`src/rtl/dpr_pkg.sv`:
```
`default_nettype none
// ----------------------------------------------------------------------------
// dpr_pkg: shared types and constants
// byte codes, command codes and the classified operation that the front
// hands to the back through the queue
// ----------------------------------------------------------------------------
package dpr_pkg;

  localparam int BUF_DEPTH = 128;
  localparam int POS_W     = $clog2(BUF_DEPTH);
  localparam int IDX_W     = 7;
  localparam int QUEUE_DEPTH = 2;

  // command field codes
  localparam logic [1:0] CMD_BYTE = 2'd0;
  localparam logic [1:0] CMD_ACK  = 2'd1;
  localparam logic [1:0] CMD_READ = 2'd2;

  // byte values of interest
  localparam logic [7:0] CH_ZERO = 8'h30;
  localparam logic [7:0] CH_ONE  = 8'h31;
  localparam logic [7:0] CH_TWO  = 8'h32;
  localparam logic [7:0] CH_H    = 8'h48;
  localparam logic [7:0] CH_AT   = 8'h40;
  localparam logic [7:0] CH_LF   = 8'h0A;
  localparam logic [7:0] CH_CR   = 8'h0D;

  typedef enum logic [1:0] {
    OP_BYTE,
    OP_ACK,
    OP_READ,
    OP_NONE
  } op_kind_t;

  typedef enum logic [2:0] {
    BC_CMD,
    BC_AT,
    BC_LF,
    BC_CR,
    BC_OTHER
  } byte_class_t;

  typedef struct packed {
    op_kind_t          kind;
    byte_class_t       cls;
    logic [7:0]        data;
    logic              rd_in_range;
    logic              rd_head;     // entry 0 or 1, held in flops
    logic              rd_head_sel; // which of the two head entries
    logic [POS_W-1:0]  rd_addr;
  } op_t;

endpackage
`default_nettype wire

```
`src/rtl/dpr_front.sv`:
```
`default_nettype none
// ----------------------------------------------------------------------------
// dpr_front: input acceptance and classification
// decodes command and byte class, range-checks the read index and pushes
// the classified operation into the queue
// ----------------------------------------------------------------------------
module dpr_front (
  input  wire logic             in_valid,
  output logic                  in_stall,
  input  wire logic [1:0]       command,
  input  wire logic [7:0]       rx_byte,
  input  wire logic [6:0]       read_index,
  input  wire logic             queue_full,
  output logic                  push,
  output dpr_pkg::op_t          push_op
);
  import dpr_pkg::*;

  logic [31:0] idx_wide;

  assign idx_wide = 32'(read_index);
  assign in_stall = queue_full;
  assign push     = in_valid && !queue_full;

  always_comb begin
    push_op             = '0;
    push_op.data        = rx_byte;
    push_op.rd_in_range = idx_wide < 32'(BUF_DEPTH);
    push_op.rd_head     = idx_wide < 32'd2;
    push_op.rd_head_sel = read_index[0];
    push_op.rd_addr     = idx_wide[POS_W-1:0];

    unique case (command)
      CMD_BYTE: push_op.kind = OP_BYTE;
      CMD_ACK:  push_op.kind = OP_ACK;
      CMD_READ: push_op.kind = OP_READ;
      default:  push_op.kind = OP_NONE;
    endcase

    unique case (rx_byte) inside
      CH_ZERO, CH_ONE, CH_TWO, CH_H: push_op.cls = BC_CMD;
      CH_AT:   push_op.cls = BC_AT;
      CH_LF:   push_op.cls = BC_LF;
      CH_CR:   push_op.cls = BC_CR;
      default: push_op.cls = BC_OTHER;
    endcase
  end

endmodule
`default_nettype wire

```
`src/rtl/dpr_queue.sv`:
```
`default_nettype none
// ----------------------------------------------------------------------------
// dpr_queue: short operation queue
// two-entry fifo between front and back, push and pop in the same cycle
// ----------------------------------------------------------------------------
module dpr_queue (
  input  wire logic         clk,
  input  wire logic         rst,
  input  wire logic         push,
  input  dpr_pkg::op_t      push_op,
  output logic              full,
  input  wire logic         pop,
  output logic              head_valid,
  output dpr_pkg::op_t      head_op
);
  import dpr_pkg::*;

  localparam int PTR_W = $clog2(QUEUE_DEPTH);

  op_t              slots [QUEUE_DEPTH];
  logic [PTR_W-1:0] wr_ptr;
  logic [PTR_W-1:0] rd_ptr;
  logic [PTR_W:0]   count;

  assign full       = count == (PTR_W + 1)'(QUEUE_DEPTH);
  assign head_valid = count != '0;
  assign head_op    = slots[rd_ptr];

  function automatic logic [PTR_W-1:0] ptr_inc(input logic [PTR_W-1:0] p);
    ptr_inc = (32'(p) == QUEUE_DEPTH - 1) ? '0 : p + PTR_W'(1);
  endfunction

  always_ff @(posedge clk) begin
    if (push) begin
      slots[wr_ptr] <= push_op;
    end
  end

  always_ff @(posedge clk) begin
    if (rst) begin
      wr_ptr <= '0;
      rd_ptr <= '0;
      count  <= '0;
    end else begin
      if (push) begin
        wr_ptr <= ptr_inc(wr_ptr);
      end
      if (pop) begin
        rd_ptr <= ptr_inc(rd_ptr);
      end
      if (push && !pop) begin
        count <= count + (PTR_W + 1)'(1);
      end else if (pop && !push) begin
        count <= count - (PTR_W + 1)'(1);
      end
    end
  end

  // no overflow, no underflow
  a_no_overflow: assert property (@(posedge clk) disable iff (rst)
    full |-> !push) else $error("push into full queue");
  a_no_underflow: assert property (@(posedge clk) disable iff (rst)
    !head_valid |-> !pop) else $error("pop from empty queue");
  a_count_step: assert property (@(posedge clk) disable iff (rst)
    (push && !pop) |=> count == $past(count) + (PTR_W + 1)'(1))
    else $error("count did not follow push");

endmodule
`default_nettype wire

```
`src/rtl/dpr_back.sv`:
```
`default_nettype none
// ----------------------------------------------------------------------------
// dpr_back: packet assembly and result register
// executes one operation per cycle unless a result is stalled, owns the
// packet store and the receiver state, and holds the result until it is taken
// ----------------------------------------------------------------------------
module dpr_back (
  input  wire logic         clk,
  input  wire logic         rst,
  input  wire logic         op_valid,
  input  dpr_pkg::op_t      op,
  output logic              op_pop,
  output logic              out_valid,
  input  wire logic         out_stall,
  output logic [7:0]        read_byte,
  output logic              packet_ready,
  output logic              in_packet,
  output logic [31:0]       received_total
);
  import dpr_pkg::*;

  // receiver state
  logic             receiving;
  logic             ready;
  logic [POS_W-1:0] wpos;
  logic [31:0]      counter;

  // packet store: entries 0 and 1 in flops, the rest in memory
  logic [7:0]       head0;
  logic [7:0]       head1;
  logic [7:0]       mem [BUF_DEPTH];
  logic [7:0]       mem_q;
  logic             rd_from_mem;
  logic [7:0]       rd_hold;

  logic             fire;
  logic             is_byte;
  logic             cmd_store;   // single-byte command taken
  logic             at_start;    // packet start taken
  logic             lf_end;      // terminator written
  logic             room;
  logic             append;      // byte appended in packet
  logic             overflow;
  logic             store_wr;    // write at wpos
  logic [7:0]       store_val;
  logic             mem_rd;

  assign fire    = op_valid && (!out_valid || !out_stall);
  assign op_pop  = fire;
  assign is_byte = fire && op.kind == OP_BYTE;
  assign room    = wpos < POS_W'(BUF_DEPTH - 1);

  assign cmd_store = is_byte && !receiving && !ready && op.cls == BC_CMD;
  assign at_start  = is_byte && !receiving && !ready && op.cls == BC_AT;
  assign lf_end    = is_byte && receiving && op.cls == BC_LF;
  assign append    = is_byte && receiving && op.cls != BC_LF && room && op.cls != BC_CR;
  assign overflow  = is_byte && receiving && op.cls != BC_LF && !room;
  assign store_wr  = lf_end || append;
  assign store_val = lf_end ? 8'd0 : op.data;
  assign mem_rd    = fire && op.kind == OP_READ && op.rd_in_range && !op.rd_head;

  always_ff @(posedge clk) begin
    if (store_wr && wpos != POS_W'(0) && wpos != POS_W'(1)) begin
      mem[wpos] <= store_val;
    end
    if (mem_rd) begin
      mem_q <= mem[op.rd_addr];
    end
  end

  always_ff @(posedge clk) begin
    if (cmd_store || at_start) begin
      head0 <= op.data;
    end
    if (cmd_store) begin
      head1 <= 8'd0;
    end else if (store_wr && wpos == POS_W'(1)) begin
      head1 <= store_val;
    end
    if (fire) begin
      rd_from_mem <= mem_rd;
      if (op.kind == OP_READ && op.rd_in_range && op.rd_head) begin
        rd_hold <= op.rd_head_sel ? head1 : head0;
      end else begin
        rd_hold <= 8'd0;
      end
    end
  end

  always_ff @(posedge clk) begin
    if (rst) begin
      receiving <= 1'b0;
      ready     <= 1'b0;
      wpos      <= '0;
      counter   <= '0;
      out_valid <= 1'b0;
    end else begin
      if (fire) begin
        out_valid <= 1'b1;
      end else if (!out_stall) begin
        out_valid <= 1'b0;
      end
      if (is_byte) begin
        counter <= counter + 32'd1;
      end
      if (at_start) begin
        receiving <= 1'b1;
        wpos      <= POS_W'(1);
      end else if (lf_end || overflow) begin
        receiving <= 1'b0;
      end else if (append) begin
        wpos <= wpos + POS_W'(1);
      end
      if (cmd_store || lf_end) begin
        ready <= 1'b1;
      end else if (fire && op.kind == OP_ACK) begin
        ready <= 1'b0;
      end
    end
  end

  // state only moves when a result is issued, so it doubles as the result
  assign read_byte      = rd_from_mem ? mem_q : rd_hold;
  assign packet_ready   = ready;
  assign in_packet      = receiving;
  assign received_total = counter;

  a_pos_nonzero: assert property (@(posedge clk) disable iff (rst)
    receiving |-> wpos != '0) else $error("packet write position at zero");
  a_count_bytes: assert property (@(posedge clk) disable iff (rst)
    is_byte |=> counter == $past(counter) + 32'd1)
    else $error("byte count did not advance");
  a_ack_clears: assert property (@(posedge clk) disable iff (rst)
    (fire && op.kind == OP_ACK) |=> !ready) else $error("ack left ready set");
  a_ready_source: assert property (@(posedge clk) disable iff (rst)
    $rose(ready) |-> $past(cmd_store || lf_end))
    else $error("ready set without a finished packet");

endmodule
`default_nettype wire

```
`src/rtl/delimited_packet_receiver.sv`:
```
`default_nettype none
// ----------------------------------------------------------------------------
// delimited_packet_receiver: uart command packet assembler
// counts received bytes, collects '@' ... '\n' packets and single-byte
// commands into a byte store, and answers acknowledge and read requests
// ----------------------------------------------------------------------------
// usage
//   input channel: in_valid / in_stall with command, rx_byte, read_index.
//   command 0 delivers a received byte, 1 acknowledges the pending packet,
//   2 reads one store entry. every input transfer yields exactly one
//   result transfer on out_valid / out_stall carrying read_byte and the
//   state after the operation (packet_ready, in_packet, received_total).
//   an accepted transfer is written into the queue, then executed from
//   its head into the result register that drives the output channel.
//   throughput: one item per cycle while results are not stalled, set by
//   the execute step in the back end (one store write port, one registered read port).
//   a two-entry queue separates classification from execution; in_stall
//   rises only when that queue is full, so a stalled result still lets
//   up to two more items in before the input side stalls.
//   reset (rst, synchronous) empties the queue and the result register,
//   clears the counter, the ready mark and the packet state; the store
//   itself is not cleared and entries read before being written are
//   undefined.
// ----------------------------------------------------------------------------
module delimited_packet_receiver (
  input  wire logic        clk,
  input  wire logic        rst,
  // input channel
  input  wire logic        in_valid,
  output logic             in_stall,
  input  wire logic [1:0]  command,
  input  wire logic [7:0]  rx_byte,
  input  wire logic [6:0]  read_index,
  // result channel
  output logic             out_valid,
  input  wire logic        out_stall,
  output logic [7:0]       read_byte,
  output logic             packet_ready,
  output logic             in_packet,
  output logic [31:0]      received_total
);
  import dpr_pkg::*;

  // front to queue
  logic queue_full;
  logic push;
  op_t  push_op;

  // queue to back
  logic head_valid;
  op_t  head_op;
  logic pop;

  // classification of the incoming transfer
  dpr_front u_front (
    .in_valid   (in_valid),
    .in_stall   (in_stall),
    .command    (command),
    .rx_byte    (rx_byte),
    .read_index (read_index),
    .queue_full (queue_full),
    .push       (push),
    .push_op    (push_op)
  );

  // decouples the two sides
  dpr_queue u_queue (
    .clk        (clk),
    .rst        (rst),
    .push       (push),
    .push_op    (push_op),
    .full       (queue_full),
    .pop        (pop),
    .head_valid (head_valid),
    .head_op    (head_op)
  );

  // execution, packet store and result register
  dpr_back u_back (
    .clk            (clk),
    .rst            (rst),
    .op_valid       (head_valid),
    .op             (head_op),
    .op_pop         (pop),
    .out_valid      (out_valid),
    .out_stall      (out_stall),
    .read_byte      (read_byte),
    .packet_ready   (packet_ready),
    .in_packet      (in_packet),
    .received_total (received_total)
  );

endmodule
`default_nettype wire

```
`config.mk`:
```
export PLATFORM = sky130hd
export DESIGN_NAME = delimited_packet_receiver
export DESIGN_NICKNAME = d
export VERILOG_FILES = /design/src/rtl/dpr_pkg.sv /design/src/rtl/dpr_front.sv /design/src/rtl/dpr_queue.sv /design/src/rtl/dpr_back.sv /design/src/rtl/delimited_packet_receiver.sv
export SDC_FILE = /design/constraint.sdc
export NUM_CORES = 2
export LEC_CHECK = 0
export BUFFER_PORTS_ARGS = -buffer_cell sky130_fd_sc_hd__buf_2
export CAP_MARGIN = 20
export CORE_MARGIN = 2
export CORE_UTILIZATION = 42
export DETAILED_ROUTE_END_ITERATION = 10
export GPL_ROUTABILITY_DRIVEN = 0
export GPL_TIMING_DRIVEN = 1
export PLACE_DENSITY_LB_ADDON = 0.2
export SLEW_MARGIN = 5
export SYNTH_ARGS = -nofsm -noshare
export SYNTH_HDL_FRONTEND = slang
export SYNTH_SLANG_ARGS = --single-unit
```
`constraint.sdc`:
```
create_clock -name clk -period 6.4 [get_ports clk]
set_input_delay 0.64 -clock clk [delete_from_list [all_inputs] [get_ports clk]]
set_output_delay 0.64 -clock clk [all_outputs]
set_load 0.02 [all_outputs]
```
; Word level (Yosys, flattened, before mapping)
; Memories as Yosys holds them, arrays and structs flattened. A register that Yosys moved wholly into a read port is not among the register bits.
; Cells that the tools add are included.
[totals]
input_bits = 21
word_cells = 120
ram_bits = 1070
ff_bits = 71
n_memories = 2
[memory_table]
columns = name, words, width, read_ports, rd_clocked_by_memory_dff, wr, line
row1 = u_back.mem, 128, 8, 1, 1, 1, dpr_back.sv:31  ; logic [7:0] mem [BUF_DEPTH];
row2 = u_queue.slots, 2, 23, 1, 1, 1, dpr_queue.sv:20  ; op_t slots [QUEUE_DEPTH];
[op_classes]
n_addsub = 6
n_mux = 24
eq_ne = 20
n_reduce_logical = 51
n_bitwise = 1
order_cmp = 3
[ops]
columns = cell, count
row1 = $add 32x1->32 const B, 1
row2 = $eq 8x6->1 const B, 3
row3 = $logic_and 1x1->1, 24
row4 = $mux 8, 3
row5 = $mux 1, 17
row6 = $eq 8x4->1 const B, 2
row7 = $eq 8x7->1 const B, 2
row8 = $pmux 3 s4, 1
row9 = $reduce_bool 2->1, 5
row10 = $logic_not 1->1, 9
row11 = $lt 7x8->1 const B, 1
row12 = $add 7x1->7 const B, 1
row13 = $eq 7x1->1 const B, 1
row14 = $lt 7x2->1 const B, 1
row15 = $lt 7x7->1 const B, 1
row16 = $ne 7x1->1 const B, 1
row17 = $reduce_bool 7->1, 1
row18 = $eq 2x2->1 const B, 3
row19 = $ne 3x2->1 const B, 2
row20 = $pmux 2 s3, 1
row21 = $logic_or 1x1->1, 5
row22 = $eq 2x1->1 const B, 2
row23 = $logic_not 2->1, 2
row24 = $mux 2, 2
row25 = other kinds (11), 14

; Depth between registers and ports, before layout
[logic_depth]
ltp_word = 13
mapped_depth = 13
ltp_nobuf = 8

; Modules after synthesis
; Synthesis repeated with hierarchy kept, for this count alone.
[hier_totals]
cells_unflattened = 2094
area_unflattened_um2 = 44966.9
[modules_own_cells]
columns = module, n_inst, cells_per_inst, area_per_inst_um2
row1 = dpr_back, 1, 1960, 42828.6
row2 = dpr_queue, 1, 93, 1865.5
row3 = dpr_front, 1, 41, 272.8

; Least setup slack after synthesis
; OpenSTA, ideal clock, no wires.
[synth_timing]
path_type = register to register
start = register (tool-made name)
end = memory u_back.mem[0][0], data pin
t_required_ns = 5.562
setup_ns = 0.838
arrival_ns = 5.029
n_path_buf = 5
period_less_slack_ns = 5.868
path_slack_ns = 0.532
path_stages_with_launch = 8
path_cell_list = dfxtp_1 buf_6 buf_2 buf_2 clkbuf_1 buf_1 mux2_2 nor2b_1
[synth_lines]
columns = element, line
row1 = end: declaration, dpr_back.sv:31

==> flow_metrics.env <==
export IMPL_globalRouteTotalUtil_pct=22.3
export IMPL_synth_edff_count=1091
export IMPL_cp_slowest_cell="nor4_1"
export IMPL_num_io_pins=65
export IMPL_grt_pass1_vias=27300
export IMPL_largest_net_degree_at_the_start_of_global_routing=130
export IMPL_whs_ns=0.135
export IMPL_grt_total_ovfl=0
export IMPL_final_min_clock_period_ns=4.73
export IMPL_synthesis_nets=3494
export IMPL_worst_slew_margin_rel_pct=26.7
export IMPL_detail_route_iter0_violations=3064
export IMPL_synth_avg_cell_area_sq_um=13.2
export IMPL_status="completed"
export IMPL_critical_path_max_fanout=105
export IMPL_synth_top_family_by_area="simple AND/OR/NAND/NOR gates"
export IMPL_share_of_layout_cells_above_drive_strength_1_pct=9.49
export IMPL_critical_path_class="flop to flop"
export IMPL_worst_slew_pin_transition_ns=1.10
export IMPL_finalSetupViolations=0
export IMPL_synth_adder_area_share_pct=0.136
export IMPL_cp_top_family="buffers and inverters"
export IMPL_comb_power_share_pct=26.4
export IMPL_route_detailed_vias_per_inst=5.69
export IMPL_cts_htree_levels=3
export IMPL_drc=0
export IMPL_grt_first_pass_wirelength_um=185000
export IMPL_switching_power_w=0.00699
export IMPL_timing_critical_path_from_type="flop"
export IMPL_synth_compound_area_share_pct=5.04
export IMPL_clock_insertion_delay_worst_skew_ns=0.71
export IMPL_post_synth_main_area_contributors="edfxtp_1, nand2_1, nand3_1"
export IMPL_area_growth_pct=12.4
export IMPL_clock_power_share_pct=30.5
export IMPL_ys_seq_area_share_pct=73.9
export IMPL_root_buffer="clkbuf_16"
export IMPL_critPathMostFrequentCell="buf_4"
export IMPL_clock_path_buffers=3
export IMPL_worstPathArrival_ns=5.29
export IMPL_core_rowCount=121
export IMPL_leakage_nw=17.3
export IMPL_multi_input_area_sq_mm=0.0113
export IMPL_cts_sinks=1146
export IMPL_dp_hpwl_um=76200
export IMPL_via_count=28600
export IMPL_critPathRequiredTime_ns=6.96
export IMPL_critPathMaxStageDelay_ns=0.86
export IMPL_filler_cell_count=9377
export IMPL_synth_top_cells_by_count="edfxtp_1, nand2_1, nand3_1"
export IMPL_async_reset_ff_share_pct=0
export IMPL_ir_worst_vdd_mv=0.281
export IMPL_post_route_period_util_pct=73.9
export IMPL_insertedDiodeCount=0
export IMPL_crit_path_end_kind="flop"
export IMPL_rsz0062_at_grt="no"
export IMPL_synthSimpleGateAreaFrac_pct=14.5
export IMPL_post_drt_wl_per_cell_um=25.1
export IMPL_tritoncts="built"
export IMPL_pwr_density_cell_mw_per_mm2=411
export IMPL_synth_seq_cells=1146
export IMPL_yosys_cell_types_count=57
export IMPL_final_max_slew_viol_count=0
export IMPL_yosysTopAreaCell="edfxtp_1"
export IMPL_post_synth_top_count_cell="edfxtp_1"
export IMPL_finalHoldViolations=0
export IMPL_max_cap_violations=0
export IMPL_intPower_w=0.0142
export IMPL_syn_instance_count=3468
export IMPL_initial_core_util_pct=42.2
export IMPL_post_cts_resized_instances=0
export IMPL_route_antenna_remaining_nets=0
export IMPL_design_die_area_sq_mm=0.112
export IMPL_synth_mux_area_share_pct=3.96
export IMPL_power_share_switching_pct=33.1
export IMPL_antenna_violations_before_repair=2
export IMPL_sequential_cell_area_sq_mm=0.0339
export IMPL_timing_critical_path_cells="buf_4 -> mux2_8 -> buf_4 -> mux2i_1 -> o221ai_1 -> a41oi_1 -> nor4_1 -> o22ai_1 -> a21oi_1"
export IMPL_synth_ff_type="edfxtp_1"
export IMPL_finalSetupTns_ns=0
export IMPL_postCtsSetupRepairBufs=0
export IMPL_die_width_um=334
export IMPL_finalWirelength_um=126000
export IMPL_crit_buf_inv=2
export IMPL_mappedNetlistArea_sq_mm=0.0458
export IMPL_port_buffers=64
export IMPL_die_outline_height_um=334
export IMPL_fmax_mhz=211
export IMPL_clock_buffer_count_from_cts=116
export IMPL_clock_pin_slew_worst_setup_and_hold_paths_ns=0.06
export IMPL_count_of_nets_after_finishing=3542
export IMPL_post_synth_top_area_fraction_pct=71.5
export IMPL_core_region_area_sq_mm=0.109
export IMPL_yosysWarningCount=0
export IMPL_fin_worst_skew_ns=0.0333
export IMPL_min_delay_path_class="primary input to flop"
export IMPL_power_frac_seq_pct=43.1
export IMPL_ctsHoldBuffers=0
export IMPL_yosys_area_share_xor_xnor_pct=0.688
export IMPL_first_pass_iters=5
cells in the final DEF, fill, tap and decap left out, types with 6 or more instances in the layout:
cell	n
edfxtp_1	1091
nand2_1	859
nand3_1	276
nor2_1	212
a21oi_1	174
mux2i_1	123
clkbuf_16	120
buf_2	64
dfxtp_1	54
buf_4	51
and3_1	47
a31oi_1	47
or3_1	46
o221ai_1	38
clkbuf_1	31
nor3_1	29
o22ai_1	27
xor2_1	26
clkinv_1	26
mux2_2	23
o21ai_0	19
nand4_1	16
nor4_1	15
clkinv_2	13
buf_12	12
a41oi_1	11
mux4_2	11
inv_1	10
xnor2_1	10
a32oi_1	8
clkbuf_8	8
nor2b_4	7
a221oi_1	7
a22oi_1	7
nand2b_1	6
nor2b_1	6
flip-flops by register name (all words and copies together) (netlist names), named ones only:
name and flops:
u_back.in_packet 1, u_back.packet_ready 1, u_back.mem_q 8, u_back.rd_hold 8, u_back.mem 1024, u_queue.slots 42, u_back.out_valid 1, u_back.received_total 32
u_back.head0 8, u_queue.count 2, u_queue.rd_ptr 1, u_back.rd_from_mem 1, u_back.head1 8, u_queue.wr_ptr 1, u_back.wpos 7
cells by family after synthesis:
group / Yosys count
AO/OA/AOI/OAI: 366
multiplexers: 164
XOR/XNOR: 36
buffers and inverters: 207
adder cells (fa/ha/maj): 5
AND/OR/NAND/NOR: 1544
flip-flops: 1146
per-stage QoR:
stage                     total power, W  cells  cell area (sq um)  utilization [%]  worst slack [ns]
after global routing              0.0219   5018              51500             47.5              1.40
after detailed placement          0.0149   4811              47900             44.2              1.70
after global placement            0.0148   4811              47900             44.2              1.71
after CTS                         0.0212   5017              51500             47.4              1.71
final                             0.0212   5018              51500             47.5              1.67
after floorplan                   0.0126   3468              45800                -             0.532
layout make-up:
type                    count  area share (%)
flip-flops and latches   1146            65.7
multi-input cells        2115            22.0
clock buffers             159            6.27
well taps                1414            3.43
repair buffers            127            1.83
clock inverters            47           0.651
inverters                  10          0.0729
per-layer routing:
metal  GRT usage (%)  wire length, um
met1            32.2            55300
met2            34.4            57500
met3            3.86             9250
met4            7.09             3970
met5               0                8
path summary, 6_finish.rpt:
path	cells past startpoint	to	slack, ns	start
worst max-delay path	9	u_back.mem_q[4]	1.67	flop
worst min-delay path	1	u_queue.slots[1][22]	0.14	command[1]
worst max register to register	9	u_back.mem_q[4]	1.67	flop
worst min register to register	2	u_back.head1[7]	0.49	u_back.head1[7]
power by group through the flow:
stage / logic (W) / registers [W] / clock network, W
floorplan: 0.00323 / 0.00933 / 0
global placement: 0.00555 / 0.00927 / 0
detailed placement: 0.00558 / 0.00928 / 0
CTS: 0.00559 / 0.00912 / 0.00652
global route: 0.00600 / 0.00913 / 0.00678
finish: 0.00559 / 0.00912 / 0.00645
Power figures use the tool's default switching activity.
